`src/design/pse_alu.sv`:
```
`timescale 1ns / 1ps

module pse_alu #(
    parameter int W = 18
) (
    input  logic [W-1:0] opa,
    input  logic [W-1:0] opb,
    input  logic [W-1:0] lim,
    output logic [W-1:0] sum,
    output logic         le
);

    // shared adder and limit compare
    assign sum = opa + opb;
    assign le  = (opa <= lim);

endmodule

```
`config.mk`:
```
export PLATFORM = sky130hd
export DESIGN_NAME = pse_alu
export DESIGN_NICKNAME = d
export VERILOG_FILES = /design/src/design/pse_alu.sv
export SDC_FILE = /design/constraint.sdc
export NUM_CORES = 1
export LEC_CHECK = 0
export ABC_AREA = 1
export ABC_CLOCK_PERIOD_IN_PS = 1400
export BUFFER_PORTS_ARGS = -buffer_cell sky130_fd_sc_hd__buf_2
export CAP_MARGIN = 20
export CORE_ASPECT_RATIO = 1.75
export CORE_MARGIN = 2
export CORE_UTILIZATION = 41
export DETAILED_ROUTE_END_ITERATION = 7
export MAX_ROUTING_LAYER = met4
export PLACE_DENSITY = 0.77
export SLEW_MARGIN = 30
export SYNTH_ARGS = -nofsm -noshare
export SYNTH_HDL_FRONTEND = slang
export SYNTH_SLANG_ARGS = --single-unit
```
`constraint.sdc`:
```
create_clock -name vclk -period 1.4
set_input_delay 0.14 -clock vclk [all_inputs]
set_output_delay 0.14 -clock vclk [all_outputs]
set_load 0.005 [all_outputs]
```
==> metrics.txt, run 1 <==
syn_area_per_cell=5.506 µm²; max incr delay on CP=0.30 ns; critical setup path kind=primary input to primary output; power share of the combinational group=1.000; most used cell, CP=nand2_2; Final period util=1.135; final worst path period need=1.589 ns; CP top delay family=simple AND/OR/NAND/NOR gates; Worst Hold Class=primary input to primary output; Synth top area share=0.3036; boundary pin count=73; max-cap viol count=0; CP Capture Type=primary output; status=finished with violations; 1st-pass router iterations=5; core area=3363 µm²; P&R area growth vs syn=93.41%; FF+latch count=0; Cell Int Power=594.8 µW; synthesized area=1443 µm²; number of diodes=0; Multi-input gate area=1839 µm²; setup slack after layout=-0.1888 ns; Routed WL=6555 µm; slowest cell on the critical path=ha_4; global route overflow=0; worst path bufs/invs=3; Final Hold Fails=0; synth warn=0; failing checks=negative setup slack; Syn Nets=352; DPL Wire Length=3766 µm; CP required=1.26 ns; worst-margin pin slew=0.2468 ns; initial core utilization=0.4289; most frequent cells after synthesis=nand2_1 (89), inv_1 (47), ha_1 (35); drt first-iter violations=66; antenna violations before repair=0; Power Dens Cells=432.8 nW/µm²; relative slew slack=0.8337; Layout Nets=461; # clk buffers=0; Die Y=82.47 µm; fillcell total=212; Yosys top cell by area=ha_1; Vias/cell=5.266; proportion of layout cells with a drive suffix above 1=0.5366; LEAKAGE=1.456 nW; Total Power=1.208 mW; Clock Power Share=0; Seq/Total Area, Yosys=0; Synth cell types=18; switching power=612.8 µW; RSZ-0062 raised after global routing=true; Slew Viols, Final=0; Final setup viols=14; first-pass GRT wire length=8452 µm; die area=4028 µm²; Max FO, Critical Path=4; Synth Instances=262; top cells by area, synth=ha_1 (30%), nand2_1 (23%), inv_1 (12%); top-count cell post-synth=nand2_1; Row Count=28; Die Wd=48.84 µm; vias in the first global route=2030; largest net degree at the start of global routing=6; Port-buffer cells=73; DRC=0; Reg area=0 µm²; cell total after placement=410; DR vias=2180; switching part of the total power=0.5075; sequential power share=0; critical-path cell list=buf_2 -> ha_4 -> nand2_4 -> inv_2 -> nand2_2 -> nand2_2 -> nand2_2 -> nand3_4 -> nand2_2 -> nand2_2 -> nand2_2 -> nand2_1 -> buf_2; Cell Count, Final, Fillers Out=414; VDD IR max=256.6 µV; startpoint type of the worst setup path=primary input; GPL Wtd Cong=0.8970; Antenna Nets Post-Route=0; crit path DAT=1.45 ns; Achievable Freq=629.4 MHz; GRT Util Overall=0.2734; Routed WL per cell=15.83 µm; Hold Slack=0.5685 ns
## timing repair
action | 4_1_cts | 5_1_grt
gates resized for setup | 80 | 46
endpoints found under the setup margin | 15 | 15
hold buffers | 0 | 0
pin swaps | 46 | 32
setup buffers | 4 | 2
## power groups by stage
stage | Sequential (mW) | Combinational (mW) | Clock, mW
after global routing | 0 | 1.31 | 0
after detailed placement | 0 | 0.826 | 0
after global placement | 0 | 0.812 | 0
after CTS | 0 | 1.04 | 0
after floorplan | 0 | 0.455 | 0
final | 0 | 1.21 | 0
## final cells by class
| cell class | count | area share |
|---|---|---|
| timing repair buffer | 107 | 0.2574 |
| inverter | 47 | 0.06323 |
| multi-input combinational | 215 | 0.6592 |
| tap | 45 | 0.02018 |
## cells by family (layout without fill, tap and decap cells)
kind of cell,count (synthesis),count (layout),share of synthesized area
AOI/OAI and AO/OA,35,35,0.1292
xor gates and xnor gates,9,9,0.05464
adders and majority gates,36,36,0.3174
buffers and inverters,47,154,0.1223
and+or+nand+nor,135,135,0.3764
## final timing paths
kind	from	endpoint	slack (ns)	depth (start not counted)
max	opb[3]	sum[13]	-0.19	13
min	opb[0]	sum[0]	0.57	3
## routing by layer
| layer | track usage | up-vias | share of wire |
|---|---|---|---|
| li1 | - | 1047 | - |
| met1 | 0.2313 | 983 | 0.32 |
| met2 | 0.6137 | 112 | 0.58 |
| met3 | 0.007194 | 38 | 0.037 |
| met4 | 0.09714 | 0 | 0.067 |
| met5 | - | - | 0 |
## through the flow
stage	worst slack (ns)	TNS, ns	instance area [µm²]	utilization
3_5_place_dp	-0.2178	-2.200	2105	0.6257
4_1_cts	-0.1584	-1.084	2603	0.7738
3_3_place_gp	-0.1993	-2.102	2105	0.6257
6_report	-0.1888	-1.906	2790	0.8296
2_1_floorplan	0.04467	0	1458	-
5_1_grt	-0.2601	-2.771	2790	0.8296
## cells in the final DEF (no fill, tap or decap), drive strengths merged, types with 2 or more instances in the layout
cell type / instances
ha: 35
o21ai: 9
nor2: 26
buf: 107
nand2: 90
nor3: 3
xor2: 6
xnor2: 3
nand3: 12
inv: 47
and2: 3
a21oi: 23
o21bai: 2
Note: power is estimated with default switching activity, not from simulation.
==> run 2: changes to the inputs <==
CORE_MARGIN = 5   (was 2)
GPL_ROUTABILITY_DRIVEN = 0   (was not set)
==> run 2 against run 1 <==
  * The run still ends with negative setup slack left
  * Power grew 4.7%
  * Flip-flop and latch count is the same
  * Hold slack gained 0.011 ns
  * Combinational power grew 4%
  * Fmax is essentially flat
  * Via count grew 1.7%
  * Utilization grew 1.8 points
  * Critical path depth shrank 2
  * First-iteration DRC count grew 11%
  * Critical endpoint unchanged
  * Highest routed layer unchanged
==> metrics.txt, run 2 (synthesis gave the netlist of run 1 again) <==
Vias/cell=5.355; Slew Viols, Final=0; DRC=0; first-pass GRT wire length=8142 µm; switching part of the total power=0.5124; largest net degree at the start of global routing=6; max-cap viol count=0; power share of the combinational group=1.000; Port-buffer cells=73; 1st-pass router iterations=4; LEAKAGE=1.486 nW; Multi-input gate area=1941 µm²; proportion of layout cells with a drive suffix above 1=0.5610; CP required=1.26 ns; Cell Int Power=616.4 µW; DPL Wire Length=3974 µm; initial core utilization=0.4245; boundary pin count=73; Max FO, Critical Path=4; Clock Power Share=0; fillcell total=193; antenna violations before repair=0; VDD IR max=264.4 µV; Die Y=88.47 µm; Final period util=1.134; GRT Util Overall=0.2220; RSZ-0062 raised after global routing=true; critical setup path kind=primary input to primary output; setup slack after layout=-0.1875 ns; number of diodes=0; worst-margin pin slew=0.2559 ns; status=finished with violations; P&R area growth vs syn=99.74%; Antenna Nets Post-Route=0; startpoint type of the worst setup path=primary input; Hold Path Stages=3; Power Dens Cells=438.7 nW/µm²; CP Capture Type=primary output; Hold Slack=0.5797 ns; FF+latch count=0; crit path DAT=1.45 ns; vias in the first global route=2217; Die Wd=54.84 µm; Achievable Freq=629.9 MHz; switching power=647.7 µW; global route overflow=0; Layout Nets=461; DR vias=2217; Reg area=0 µm²; commonest cells after routing, fill and taps aside=buf_2 (62), nand2_1 (56), inv_1 (43), buf_4 (31), ha_4 (29); Worst Hold Class=primary input to primary output; Routed WL=6890 µm; utilization after layout=0.8479; die area=4852 µm²; Routed WL per cell=16.64 µm; met2 wire len=3894 µm; Row Count=28; crit path capture=sum[13]; met3 WL=328 µm; relative slew slack=0.8283; max layer used=met4; Metal-1 WL=2248 µm; # clk buffers=0; setup TNS=-1.798 ns; core area=3398 µm²; Final setup viols=16; Final Hold Fails=0; most common cell after layout, fill and taps aside=buf_2; sequential power share=0; drt first-iter violations=73; failing checks=negative setup slack; final worst path period need=1.588 ns; Worst Setup SP=opa[6]
## run 2: cell count changes in the layout (fill, tap and decap cells not counted), moves of 2 or more
cell     change
nand2_4      +5
nand2_1      -5
buf_6        -2
o21ai_0      -2
o21ai_1      +2
a21oi_4      +4
a21oi_2      -5
nor2_4       +2
## run 2: routing by layer
| metal | GRT usage | vias to the layer above |
|---|---|---|
| li1 | - | 1048 |
| met2 | 0.4688 | 113 |
| met5 | - | - |
| met1 | 0.1871 | 1015 |
| met4 | 0.06803 | 0 |
| met3 | 0.008432 | 41 |
## run 2: repair_timing
action,CTS,global route
hold endpoints to repair,0,0
resized for setup,56,89
pin swaps,22,41
hold buffers,0,0
endpoints found under the setup margin,15,15
setup buffers,0,4
## run 2: critical path, cell delays in order
cell     delay (ns)
buf_4          0.14
ha_4           0.31
nand2_4        0.08
nor2_4         0.15
nand3_2        0.11
nand3_4        0.13
nand2_1        0.08
nand2_1        0.06
nand2_1        0.05
nand2_1        0.06
buf_2          0.12
## run 2: power by group through the flow
stage	Sequential [mW]	Combinational, mW	Clock (mW)
2_1_floorplan	0	0.455	0
3_5_place_dp	0	0.831	0
4_1_cts	0	0.979	0
3_3_place_gp	0	0.814	0
5_1_grt	0	1.38	0
6_report	0	1.26	0
## run 2: through the flow
| stage | std cells | setup WS [ns] | cell area (µm²) | power, mW |
|---|---|---|---|---|
| after detailed placement | 410 | -0.2302 | 2105 | 0.8312 |
| after CTS | 410 | -0.1711 | 2461 | 0.9787 |
| final | 414 | -0.1875 | 2882 | 1.264 |
| after global placement | 410 | -0.2014 | 2105 | 0.8143 |
| after global routing | 414 | -0.2783 | 2882 | 1.377 |
| after floorplan | 262 | 0.04467 | 1458 | 0.4554 |
## run 2: final cells by class
type / count / share of cell area
timing repair buffer: 107 / 0.2458
inverter: 47 / 0.06122
multi-input combinational: 215 / 0.6735
tap: 45 / 0.01954
## run 2: worst min-delay path by stage
stage | start | end
final | opb[0] | sum[0]
after CTS | opb[0] | sum[0]
after detailed placement | opb[0] | sum[0]
after floorplan | opb[0] | sum[0]
after global placement | opb[0] | sum[0]
after global routing | opb[0] | sum[0]
